`src/hdl/aesfrk_pkg.sv`:
```
// Shared types, constants and the byte substitution table for the
// AES-128 final round key pipeline. No dependencies.
package aesfrk_pkg;

  localparam int KEY_WORDS      = 4;
  localparam int WORD_BITS      = 32;
  localparam int RCON_LEN       = 10;
  localparam int ROUND_COUNT_DF = 10;

  typedef logic [WORD_BITS-1:0] word_t;

  // One beat as it moves down the pipeline: the valid bit travels with the key.
  typedef struct packed {
    logic                       valid;
    logic [KEY_WORDS-1:0][WORD_BITS-1:0] key;
  } stage_t;

  localparam logic [7:0] RCON [RCON_LEN] = '{
    8'h01, 8'h02, 8'h04, 8'h08, 8'h10, 8'h20, 8'h40, 8'h80, 8'h1B, 8'h36
  };

  localparam logic [7:0] SBOX [256] = '{
    8'h63,8'h7c,8'h77,8'h7b,8'hf2,8'h6b,8'h6f,8'hc5,8'h30,8'h01,8'h67,8'h2b,8'hfe,8'hd7,8'hab,8'h76,
    8'hca,8'h82,8'hc9,8'h7d,8'hfa,8'h59,8'h47,8'hf0,8'had,8'hd4,8'ha2,8'haf,8'h9c,8'ha4,8'h72,8'hc0,
    8'hb7,8'hfd,8'h93,8'h26,8'h36,8'h3f,8'hf7,8'hcc,8'h34,8'ha5,8'he5,8'hf1,8'h71,8'hd8,8'h31,8'h15,
    8'h04,8'hc7,8'h23,8'hc3,8'h18,8'h96,8'h05,8'h9a,8'h07,8'h12,8'h80,8'he2,8'heb,8'h27,8'hb2,8'h75,
    8'h09,8'h83,8'h2c,8'h1a,8'h1b,8'h6e,8'h5a,8'ha0,8'h52,8'h3b,8'hd6,8'hb3,8'h29,8'he3,8'h2f,8'h84,
    8'h53,8'hd1,8'h00,8'hed,8'h20,8'hfc,8'hb1,8'h5b,8'h6a,8'hcb,8'hbe,8'h39,8'h4a,8'h4c,8'h58,8'hcf,
    8'hd0,8'hef,8'haa,8'hfb,8'h43,8'h4d,8'h33,8'h85,8'h45,8'hf9,8'h02,8'h7f,8'h50,8'h3c,8'h9f,8'ha8,
    8'h51,8'ha3,8'h40,8'h8f,8'h92,8'h9d,8'h38,8'hf5,8'hbc,8'hb6,8'hda,8'h21,8'h10,8'hff,8'hf3,8'hd2,
    8'hcd,8'h0c,8'h13,8'hec,8'h5f,8'h97,8'h44,8'h17,8'hc4,8'ha7,8'h7e,8'h3d,8'h64,8'h5d,8'h19,8'h73,
    8'h60,8'h81,8'h4f,8'hdc,8'h22,8'h2a,8'h90,8'h88,8'h46,8'hee,8'hb8,8'h14,8'hde,8'h5e,8'h0b,8'hdb,
    8'he0,8'h32,8'h3a,8'h0a,8'h49,8'h06,8'h24,8'h5c,8'hc2,8'hd3,8'hac,8'h62,8'h91,8'h95,8'he4,8'h79,
    8'he7,8'hc8,8'h37,8'h6d,8'h8d,8'hd5,8'h4e,8'ha9,8'h6c,8'h56,8'hf4,8'hea,8'h65,8'h7a,8'hae,8'h08,
    8'hba,8'h78,8'h25,8'h2e,8'h1c,8'ha6,8'hb4,8'hc6,8'he8,8'hdd,8'h74,8'h1f,8'h4b,8'hbd,8'h8b,8'h8a,
    8'h70,8'h3e,8'hb5,8'h66,8'h48,8'h03,8'hf6,8'h0e,8'h61,8'h35,8'h57,8'hb9,8'h86,8'hc1,8'h1d,8'h9e,
    8'he1,8'hf8,8'h98,8'h11,8'h69,8'hd9,8'h8e,8'h94,8'h9b,8'h1e,8'h87,8'he9,8'hce,8'h55,8'h28,8'hdf,
    8'h8c,8'ha1,8'h89,8'h0d,8'hbf,8'he6,8'h42,8'h68,8'h41,8'h99,8'h2d,8'h0f,8'hb0,8'h54,8'hbb,8'h16
  };

  // RotWord followed by SubWord.
  function automatic word_t rot_sub(input word_t w);
    rot_sub = {SBOX[w[23:16]], SBOX[w[15:8]], SBOX[w[7:0]], SBOX[w[31:24]]};
  endfunction

endpackage

```
`src/hdl/aesfrk_combine.sv`:
```
// Entry stage: combines seed and random key into the cipher key and registers it.
// Depends on aesfrk_pkg.
module aesfrk_combine (
  input  logic                 clk,
  input  logic                 rst_n,
  input  logic                 accept,
  input  logic [63:0]          seed_high,
  input  logic [63:0]          seed_low,
  input  logic [63:0]          random_high,
  input  logic [63:0]          random_low,
  output aesfrk_pkg::stage_t   stage_out
);
  import aesfrk_pkg::*;

  logic                                valid_r;
  logic [KEY_WORDS-1:0][WORD_BITS-1:0] key_r;
  logic [KEY_WORDS-1:0][WORD_BITS-1:0] key_nxt;

  assign key_nxt = {seed_high ^ random_high, seed_low ^ random_low};

  always_ff @(posedge clk) begin
    if (!rst_n) begin
      valid_r <= 1'b0;
    end else begin
      valid_r <= accept;
    end
  end

  always_ff @(posedge clk) begin
    if (accept) begin
      key_r <= key_nxt;
    end
  end

  assign stage_out = '{valid: valid_r, key: key_r};

endmodule

```
`config.mk`:
```
export PLATFORM = sky130hd
export DESIGN_NAME = aesfrk_combine
export DESIGN_NICKNAME = d
export VERILOG_FILES = /design/src/hdl/aesfrk_pkg.sv /design/src/hdl/aesfrk_combine.sv
export SDC_FILE = /design/constraint.sdc
export NUM_CORES = 1
export LEC_CHECK = 0
export BUFFER_PORTS_ARGS = -buffer_cell sky130_fd_sc_hd__buf_2
export CORE_AREA = 2 2 149 151
export CTS_CLUSTER_DIAMETER = 150
export DETAILED_ROUTE_END_ITERATION = 12
export DIE_AREA = 0 0 151 153
export GPL_TIMING_DRIVEN = 0
export PLACE_DENSITY = 0.59
export SLEW_MARGIN = 20
export SYNTH_ARGS = -nofsm -noshare
export SYNTH_HDL_FRONTEND = slang
export SYNTH_SLANG_ARGS = --single-unit
```
`constraint.sdc`:
```
create_clock -name clk -period 0.8 [get_ports clk]
set_clock_uncertainty 0.1 [all_clocks]
set_input_delay 0.16 -clock clk [delete_from_list [all_inputs] [get_ports clk]]
set_output_delay 0.16 -clock clk [all_outputs]
set_load 0.01 [all_outputs]
```
==> flow_metrics.py <==
metrics = {
    "synthesis": {
        "syn_area_per_cell_sq_um": 19.3,
        "syn_area_sq_mm": 0.00500,
        "yosysUniqueCellTypes": 5,
        "postSynthCellCount": 259,
        "synth_seq_area_share_pct": 77.3,
        "synth-seq-cells": 129,
        "ys_warn_count": 0,
        "syn-num-nets": 518,
    },
    "job": {
        "drv_cap": 0,
    },
    "hold_path": {
        "min_path_cells": 2,
        "hold_start": "seed_low[8]",
        "worstHoldEndpoint": "stage_out[8]",
        "min_path_type": "in2reg",
    },
    "finish": {
        "nets": 926,
        "area_growth_pct": 60.7,
        "postLayoutCellArea_sq_mm": 0.00803,
        "n_antenna_cell": 0,
        "drive_above_1_share_pct": 61.7,
    },
    "critical_path": {
        "critical_path_class": "reg2out",
        "cp_cell_sequence": "buf_2",
        "slowest_delay_ns": 0.41,
        "crit_cells": 1,
        "cp_slowest_cell": "edfxtp_1",
        "required_ns": 0.54,
        "cp-end-kind": "output port",
        "critPathBufInv": 1,
        "cp_max_fo": 1,
        "worstPathArrival_ns": 0.98,
        "cp_top_family": "flip-flops",
        "startpoint_type": "flop",
    },
    "timing": {
        "period_minus_slack_ns": 1.24,
        "hold_viol_final": 126,
        "slew_headroom_pct": 76.1,
        "worst_slack_ns": -0.443,
        "rsz0062_at_grt": "yes",
        "period_share_pct": 155,
        "holdWs_ns": -0.0478,
        "worst_pin_slew_ns": 0.358,
        "drv_slew": 0,
        "tns_ns": -46.93,
        "clock.fmax_mhz": 805,
        "setup_viol": 129,
    },
    "routing": {
        "drc": 0,
        "antenna_left": 0,
        "wl_per_cell_um": 13.9,
        "vias": 3556,
        "dr.first_iter.drc_count": 135,
        "vias_per_cell": 3.71,
        "finalWirelength_mm": 13.3,
        "drtPass1Iterations": 4,
    },
    "clocking": {
        "cts-buffers-inserted": 17,
        "clk_pin_slew_ns": 0.06,
        "postCtsSetupBuffers": 0,
        "cts.htree.levels": 4,
        "cts_tree": "built",
        "clockBufferDepth": 2,
        "cts_root_buffer": "clkbuf_16",
        "clock_sinks": 129,
        "ctsHoldBuffers": 1,
    },
    "placement": {
        "placed_cell_area_sq_mm": 0.00732,
        "io_buffers": 387,
        "dp_hpwl_mm": 10.7,
        "pre_cts_ws_ns": -0.685,
        "gp_routability_congestion": 0.812,
    },
    "floorplan": {
        "die_h_um": 153,
        "num_rows": 54,
        "ioPinCount": 388,
        "start_util_pct": 23.3,
        "die_width_um": 151,
        "core_area_sq_mm": 0.0215,
        "die_area_sq_mm": 0.0231,
    },
    "global_routing": {
        "grt_antenna_before_repair": 0,
        "met2_usage_pct": 19.6,
        "busiest_layer": "met2",
        "grt_pass1_vias": 3529,
        "grt_max_degree": 63,
        "gr-usage-met3_pct": 4.30,
        "use_met1_pct": 12.2,
        "grt_overflow": 0,
        "grt_pass1_wl_mm": 19.0,
        "grt.total_usage_pct": 11.2,
    },
    "pwr": {
        "vdd_drop_max_v": 0.00125,
        "p_per_area_mw_per_mm2": 2410,
        "p_leak_nw": 3.68,
    },
    "run_status": {
        "violations": "hold timing, setup timing",
        "status": "complete, but fails checks",
    },
}
-- registers in the layout (all words and copies together) (netlist names) --
register and flops:
stage_out 128, valid_r 1
-- timing repair --
item	4_1_cts	5_1_grt
setup endpoints to repair	198	129
hold endpoints to repair	128	127
cloned	1	0
pin swaps	0	0
gates resized for setup	10	2
-- power breakdown --
group / internal, W / switching [W]
Clock: 0.00554 / 0.00284
Sequential: 0.00831 / 0.000159
Combinational: 0.00121 / 0.00132
Total: 0.0151 / 0.00432
-- layout make-up --
class,count,area [sq um]
repair buffers,390,2050
multi-input cells,129,1130
well taps,280,350
fillers,2090,13500
flip-flops and latches,129,3860
clock inverters,12,208
clock buffers,19,433
-- worst max path at each step --
stage                   from        endpoint  slack [ns]
6_report       stage_out[71]   stage_out[71]       -0.44
5_1_grt        stage_out[71]   stage_out[71]       -0.49
4_1_cts        stage_out[71]   stage_out[71]       -0.47
3_5_place_dp          accept   stage_out[14]       -0.69
3_3_place_gp          accept   stage_out[14]       -2.00
2_1_floorplan        valid_r  stage_out[128]        0.14
-- Yosys cell counts --
cell / instances / area [sq um]
and2_1: 1 / 6.26
buf_4: 1 / 7.51
dfxtp_1: 1 / 20.0
edfxtp_1: 128 / 3840
xor2_1: 128 / 1120
-- layout by cell type (no fill, tap or decap), drive strengths merged --
cell type,count
inv,2
clkinv,2
clkbuf,19
dfxtp,1
and2,1
edfxtp,128
bufinv,5
xor2,128
clkinvlp,3
buf,389
dlygate4sd3,1
-- logic make-up after synthesis --
group,synth area share [%]
AND/OR/NAND/NOR,0.125
flip-flops,77.3
buffers and inverters,0.150
XOR/XNOR,22.4
-- routing by layer --
layer	vias to the layer above	routed length [um]
li1	1736	-
met1	1588	4950
met2	217	6800
met3	15	1320
met4	0	226
met5	-	0
-- stage by stage --
step	utilization [%]	power, W	hold slack, ns	std cells
final	37.4	0.0194	-0.0478	959
after global routing	37.4	0.0203	-0.0738	959
after CTS	37.4	0.0197	-0.0729	959
after detailed placement	34.1	0.0111	0.280	927
after global placement	33.9	0.0111	0.277	926
after floorplan	-	0.00939	0.172	259
(Power assumes the default switching activity.)
