## config.mk

```make
export PLATFORM = sky130hd
export DESIGN_NAME = aesfrk_round
export DESIGN_NICKNAME = d
export VERILOG_FILES = /design/src/hdl/aesfrk_pkg.sv /design/src/hdl/aesfrk_round.sv
export SDC_FILE = /design/constraint.sdc
export NUM_CORES = 1
export LEC_CHECK = 0
export ABC_CLOCK_PERIOD_IN_PS = 4700
export CAP_MARGIN = 25
export CELL_PAD_IN_SITES_DETAIL_PLACEMENT = 1
export CELL_PAD_IN_SITES_GLOBAL_PLACEMENT = 1
export CORE_MARGIN = 10
export CORE_UTILIZATION = 45
export DETAILED_ROUTE_END_ITERATION = 10
export DONT_BUFFER_PORTS = 1
export GPL_ROUTABILITY_DRIVEN = 0
export PLACE_DENSITY = 0.74
export SYNTH_ARGS = -nofsm -noshare
export SYNTH_HDL_FRONTEND = slang
export SYNTH_SLANG_ARGS = --single-unit
```

## constraint.sdc

```tcl
create_clock -name clk -period 4.7 [get_ports clk]
set_input_delay 0.235 -clock clk [delete_from_list [all_inputs] [get_ports clk]]
set_output_delay 0.235 -clock clk [all_outputs]
set_load 0.02 [all_outputs]
```

## src/hdl/aesfrk_pkg.sv

```systemverilog
// Shared types, constants and the byte substitution table for the
// AES-128 final round key pipeline. No dependencies.
package aesfrk_pkg;

  localparam int KEY_WORDS      = 4;
  localparam int WORD_BITS      = 32;
  localparam int RCON_LEN       = 10;
  localparam int ROUND_COUNT_DF = 10;

  typedef logic [WORD_BITS-1:0] word_t;

  // One beat as it moves down the pipeline: the valid bit travels with the key.
  typedef struct packed {
    logic                       valid;
    logic [KEY_WORDS-1:0][WORD_BITS-1:0] key;
  } stage_t;

  localparam logic [7:0] RCON [RCON_LEN] = '{
    8'h01, 8'h02, 8'h04, 8'h08, 8'h10, 8'h20, 8'h40, 8'h80, 8'h1B, 8'h36
  };

  localparam logic [7:0] SBOX [256] = '{
    8'h63,8'h7c,8'h77,8'h7b,8'hf2,8'h6b,8'h6f,8'hc5,8'h30,8'h01,8'h67,8'h2b,8'hfe,8'hd7,8'hab,8'h76,
    8'hca,8'h82,8'hc9,8'h7d,8'hfa,8'h59,8'h47,8'hf0,8'had,8'hd4,8'ha2,8'haf,8'h9c,8'ha4,8'h72,8'hc0,
    8'hb7,8'hfd,8'h93,8'h26,8'h36,8'h3f,8'hf7,8'hcc,8'h34,8'ha5,8'he5,8'hf1,8'h71,8'hd8,8'h31,8'h15,
    8'h04,8'hc7,8'h23,8'hc3,8'h18,8'h96,8'h05,8'h9a,8'h07,8'h12,8'h80,8'he2,8'heb,8'h27,8'hb2,8'h75,
    8'h09,8'h83,8'h2c,8'h1a,8'h1b,8'h6e,8'h5a,8'ha0,8'h52,8'h3b,8'hd6,8'hb3,8'h29,8'he3,8'h2f,8'h84,
    8'h53,8'hd1,8'h00,8'hed,8'h20,8'hfc,8'hb1,8'h5b,8'h6a,8'hcb,8'hbe,8'h39,8'h4a,8'h4c,8'h58,8'hcf,
    8'hd0,8'hef,8'haa,8'hfb,8'h43,8'h4d,8'h33,8'h85,8'h45,8'hf9,8'h02,8'h7f,8'h50,8'h3c,8'h9f,8'ha8,
    8'h51,8'ha3,8'h40,8'h8f,8'h92,8'h9d,8'h38,8'hf5,8'hbc,8'hb6,8'hda,8'h21,8'h10,8'hff,8'hf3,8'hd2,
    8'hcd,8'h0c,8'h13,8'hec,8'h5f,8'h97,8'h44,8'h17,8'hc4,8'ha7,8'h7e,8'h3d,8'h64,8'h5d,8'h19,8'h73,
    8'h60,8'h81,8'h4f,8'hdc,8'h22,8'h2a,8'h90,8'h88,8'h46,8'hee,8'hb8,8'h14,8'hde,8'h5e,8'h0b,8'hdb,
    8'he0,8'h32,8'h3a,8'h0a,8'h49,8'h06,8'h24,8'h5c,8'hc2,8'hd3,8'hac,8'h62,8'h91,8'h95,8'he4,8'h79,
    8'he7,8'hc8,8'h37,8'h6d,8'h8d,8'hd5,8'h4e,8'ha9,8'h6c,8'h56,8'hf4,8'hea,8'h65,8'h7a,8'hae,8'h08,
    8'hba,8'h78,8'h25,8'h2e,8'h1c,8'ha6,8'hb4,8'hc6,8'he8,8'hdd,8'h74,8'h1f,8'h4b,8'hbd,8'h8b,8'h8a,
    8'h70,8'h3e,8'hb5,8'h66,8'h48,8'h03,8'hf6,8'h0e,8'h61,8'h35,8'h57,8'hb9,8'h86,8'hc1,8'h1d,8'h9e,
    8'he1,8'hf8,8'h98,8'h11,8'h69,8'hd9,8'h8e,8'h94,8'h9b,8'h1e,8'h87,8'he9,8'hce,8'h55,8'h28,8'hdf,
    8'h8c,8'ha1,8'h89,8'h0d,8'hbf,8'he6,8'h42,8'h68,8'h41,8'h99,8'h2d,8'h0f,8'hb0,8'h54,8'hbb,8'h16
  };

  // RotWord followed by SubWord.
  function automatic word_t rot_sub(input word_t w);
    rot_sub = {SBOX[w[23:16]], SBOX[w[15:8]], SBOX[w[7:0]], SBOX[w[31:24]]};
  endfunction

endpackage

```

## src/hdl/aesfrk_round.sv

```systemverilog
// One key schedule round as a register stage.
// Depends on aesfrk_pkg for the S-box, round constants and the stage type.
module aesfrk_round #(
  parameter int ROUND_IDX = 0
) (
  input  logic               clk,
  input  logic               rst_n,
  input  aesfrk_pkg::stage_t stage_in,
  output aesfrk_pkg::stage_t stage_out
);
  import aesfrk_pkg::*;

  logic                                valid_r;
  logic [KEY_WORDS-1:0][WORD_BITS-1:0] key_r;
  logic [KEY_WORDS-1:0][WORD_BITS-1:0] key_nxt;
  word_t w0, w1, w2, w3;

  // Word 0 sits in the top 32 bits of the packed key.
  always_comb begin
    w0 = stage_in.key[3] ^ rot_sub(stage_in.key[0]) ^ {RCON[ROUND_IDX], 24'h000000};
    w1 = stage_in.key[2] ^ w0;
    w2 = stage_in.key[1] ^ w1;
    w3 = stage_in.key[0] ^ w2;
    key_nxt = {w0, w1, w2, w3};
  end

  always_ff @(posedge clk) begin
    if (!rst_n) begin
      valid_r <= 1'b0;
    end else begin
      valid_r <= stage_in.valid;
    end
  end

  always_ff @(posedge clk) begin
    if (stage_in.valid) begin
      key_r <= key_nxt;
    end
  end

  assign stage_out = '{valid: valid_r, key: key_r};

endmodule

```

==> metrics.log <==
INFO  metric core_area = 43,000 sq um
INFO  metric p_int = 3.26 mW
INFO  metric vdd.ir_drop.worst = 0.000271 V
INFO  metric post_synth.cell_area_avg = 7.90 sq um
INFO  metric crit_path_max_fanout = 35
INFO  metric tritoncts = built
INFO  metric post_synth_main_area_contributors = sky130_fd_sc_hd__edfxtp_1, sky130_fd_sc_hd__a21oi_1, sky130_fd_sc_hd__xnor2_1
INFO  metric post_synth_inst_count = 2,470
INFO  metric tritoncts.num_buffers = 17
INFO  metric timing.final.hold_violations = 0
INFO  metric synth-edff-count = 128
INFO  metric crit_arrival = 3.72 ns
INFO  metric outcome = finished, final reports clean
INFO  metric grt_setup_unrepaired = false
INFO  metric grt_remaining_overflow = 0
INFO  metric clock-sinks = 129
INFO  metric post-route-period-util = 75.1%
INFO  metric power.share.clock = 27.4%
INFO  metric critPathLaunchType = input pin
INFO  metric yosysWarningCount = 0
INFO  metric fin_nets = 2,464
INFO  metric dp.cells = 2,793
INFO  metric place.port_buffers = 0
INFO  metric grt_first_pass_wirelength = 138 mm
INFO  metric post_synth_num_cell_types = 101
INFO  metric wire_per_inst = 32.2 um
INFO  metric period_minus_slack = 3.53 ns
INFO  metric cts_resized = 0
INFO  metric insertedDiodeCount = 0
INFO  metric cts_hold_repair.buffers = 45
INFO  metric routed-via-count = 21,800
INFO  metric switching_share = 39.9%
INFO  metric cellLeakagePower = 7.01 nW
INFO  metric power_frac_comb = 35.5%
INFO  metric detail_route.first_pass.iterations = 8
INFO  metric die-width = 228 um
INFO  metric post_route_cells_drive_above_1_share = 6.65%
INFO  metric path_class = in -> reg
INFO  metric timing.critical_path.required = 4.89 ns
INFO  metric fp.dieH = 228 um
INFO  metric cts.reportedPaths.clkPinSlew = 0.06 ns
INFO  metric drt-total-wl = 92.4 mm
INFO  metric syn-cell-area = 19,500 sq um
INFO  metric setup-violations-final = 0
INFO  metric max-clock-path-buffers = 2
INFO  metric grt_antenna_before_repair = 0
INFO  metric cts_root_buf = sky130_fd_sc_hd__clkbuf_16
INFO  metric worst_slew_pin_slew = 1.09 ns
INFO  metric area_growth_syn_to_fin = 3.23%
INFO  metric setup-tns-final = 0 ns
INFO  metric critical_path.endpoint_type = flop
INFO  metric share_of_synthesized_area_occupied_by_flip_flops_and_latches = 19.8%
INFO  metric gr-usage-all-layers = 33.5%
INFO  metric max_fclk = 283 MHz
INFO  metric pwr-share-seq = 37.1%
INFO  metric worst_path_max_delay_cell = sky130_fd_sc_hd__ha_1
INFO  metric first_global_vias = 20,900
INFO  metric timing.critical_path.from = stage_in[17]
INFO  metric antenna_violating_nets_post_route = 0
INFO  metric power_density = 269 nW/um^2
INFO  metric ys_ff_latch = 129
INFO  metric hold_path_startpoint = stage_in[14]
INFO  metric dominantRegCellSynth = sky130_fd_sc_hd__edfxtp_1
INFO  metric synth-async-reset-ratio = 0%
INFO  metric initialDrtViolationCount = 4,100
INFO  metric effective_utilization_at_floorplan = 45.4%
INFO  metric cts_setup_buffers = 0
INFO  metric hpwlAfterDp = 62.6 mm
INFO  metric synth_top_area_share = 19.7%
INFO  metric drcViolationCount = 0
INFO  metric io_pins = 260
INFO  metric final_cells = 2,871
INFO  metric max-slew-margin-rel = 26.9%
INFO  metric ctsHtreeMaxLevel = 4
INFO  metric final_slew_viol_count = 0
INFO  metric net_load_switching_power = 2.16 mW
INFO  metric viasPerCell = 7.58
INFO  metric crit_path_max_incr_delay = 0.73 ns
INFO  metric die-area = 52,100 sq um
INFO  metric worstHoldPathType = in -> reg
INFO  metric max_cap_violations = 0
INFO  metric cells_along_the_critical_path = inv_1 > ha_1 > nor2b_1 > a21oi_1 > mux4_2 > o21ai_0 > nor2_1 > o32ai_1 > xor2_1 > xnor2_1
INFO  metric floorplan.rows = 76
INFO  metric pin_count_of_the_biggest_net_entering_global_routing = 133
INFO  metric synth_fp_nets = 2,661
INFO  metric post_synth_top_area_cell = sky130_fd_sc_hd__edfxtp_1
## flip-flops by register name, summed over array words and instances, names as in the netlist
name	count
stage_out	128
valid_r	1
## worst max-delay path: cells and delay by family
kind | cells | cell delay (ns)
multiplexers | 1 | 0.47
buffers and inverters | 1 | 0.14
AND/OR/NAND/NOR | 2 | 0.86
XOR/XNOR | 2 | 0.55
adder cells (fa/ha/maj) | 1 | 0.73
AO/OA/AOI/OAI | 3 | 0.73
## cell families after synthesis
family | after synthesis | share of synthesized area (%)
AO/OA/AOI/OAI | 845 | 30.4
AND/OR/NAND/NOR | 843 | 22.2
buffers and inverters | 351 | 8.54
XOR/XNOR | 163 | 9.24
flip-flops | 129 | 19.8
multiplexers | 79 | 5.96
adder cells (fa/ha/maj) | 60 | 3.85
## layer usage
layer	share of wire, %	track usage, %	routed length [um]	vias to the layer above
met5	0	0	0	-
met4	5.3	16.3	4900	0
met3	14	11.0	12500	405
met2	44	50.8	40300	1878
met1	38	42.1	34700	10500
li1	-	-	-	9013
## layout make-up
type | instances | area, sq um
clock inverter | 15 | 206
clock buffer | 17 | 425
inverter | 65 | 244
timing repair buffer | 70 | 688
fill | 5204 | 22800
sequential | 129 | 3860
multi-input combinational | 1990 | 14000
tap | 585 | 732
## per-stage QoR
stage          hold slack (ns)  power [mW]  util (%)  area, sq um  worst slack (ns)
5_1_grt                 0.0116        5.62      46.8        20100              1.05
4_1_cts                0.00427        5.37      46.8        20100              1.42
3_3_place_gp             0.377        3.77      44.2        19000             0.975
6_report                0.0414        5.43      46.8        20100              1.17
3_5_place_dp             0.381        3.81      44.2        19000             0.940
2_1_floorplan            0.347        3.43         -        19500             0.989
## power groups by stage
stage          sequential (mW)  clock, mW  combinational, mW
2_1_floorplan             1.95          0               1.48
3_3_place_gp              2.04          0               1.73
3_5_place_dp              2.04          0               1.77
4_1_cts                   2.02       1.50               1.84
5_1_grt                   2.03       1.56               2.03
6_report                  2.01       1.48               1.93
## placed cells by master, fill, tap and decap left out, types with 49 or more instances in the layout
cell type                    n
sky130_fd_sc_hd__nor2b_1    94
sky130_fd_sc_hd__o21ai_0   148
sky130_fd_sc_hd__a211oi_1   53
sky130_fd_sc_hd__nor3_1    101
sky130_fd_sc_hd__ha_1       60
sky130_fd_sc_hd__nand2_1   153
sky130_fd_sc_hd__xnor2_1    94
sky130_fd_sc_hd__o211ai_1   49
sky130_fd_sc_hd__inv_1      56
sky130_fd_sc_hd__a31oi_1    49
sky130_fd_sc_hd__nand3_1    95
sky130_fd_sc_hd__edfxtp_1  128
sky130_fd_sc_hd__nand2b_1   82
sky130_fd_sc_hd__a21oi_1   166
sky130_fd_sc_hd__nor2_1    161
## synth_stat cells, drive strengths merged, types with 17 or more instances
cell	count
nand4	18
a221oi	30
edfxtp	128
nand2b	84
xnor2	99
inv	56
o31ai	28
o32ai	20
a32oi	17
ha	60
mux2	17
nor2b	94
a21oi	166
xnor3	19
a31oi	49
mux4	28
o21ai	154
o311ai	42
nor3	102
clkbuf	112
nor2	163
buf	174
and2	22
nor4	18
nand2	155
a211o	18
a311oi	40
or3	17
mux2i	34
a211oi	53
xor2	41
and3	18
nand3	95
or2	27
o211ai	49
## path summary, 6_finish.rpt
path / endpoint / cells after the start
max: stage_out[91]$_DFFE_PP_ / 10
min: stage_out[81]$_DFFE_PP_ / 2
Power figures use the tool's default switching activity.
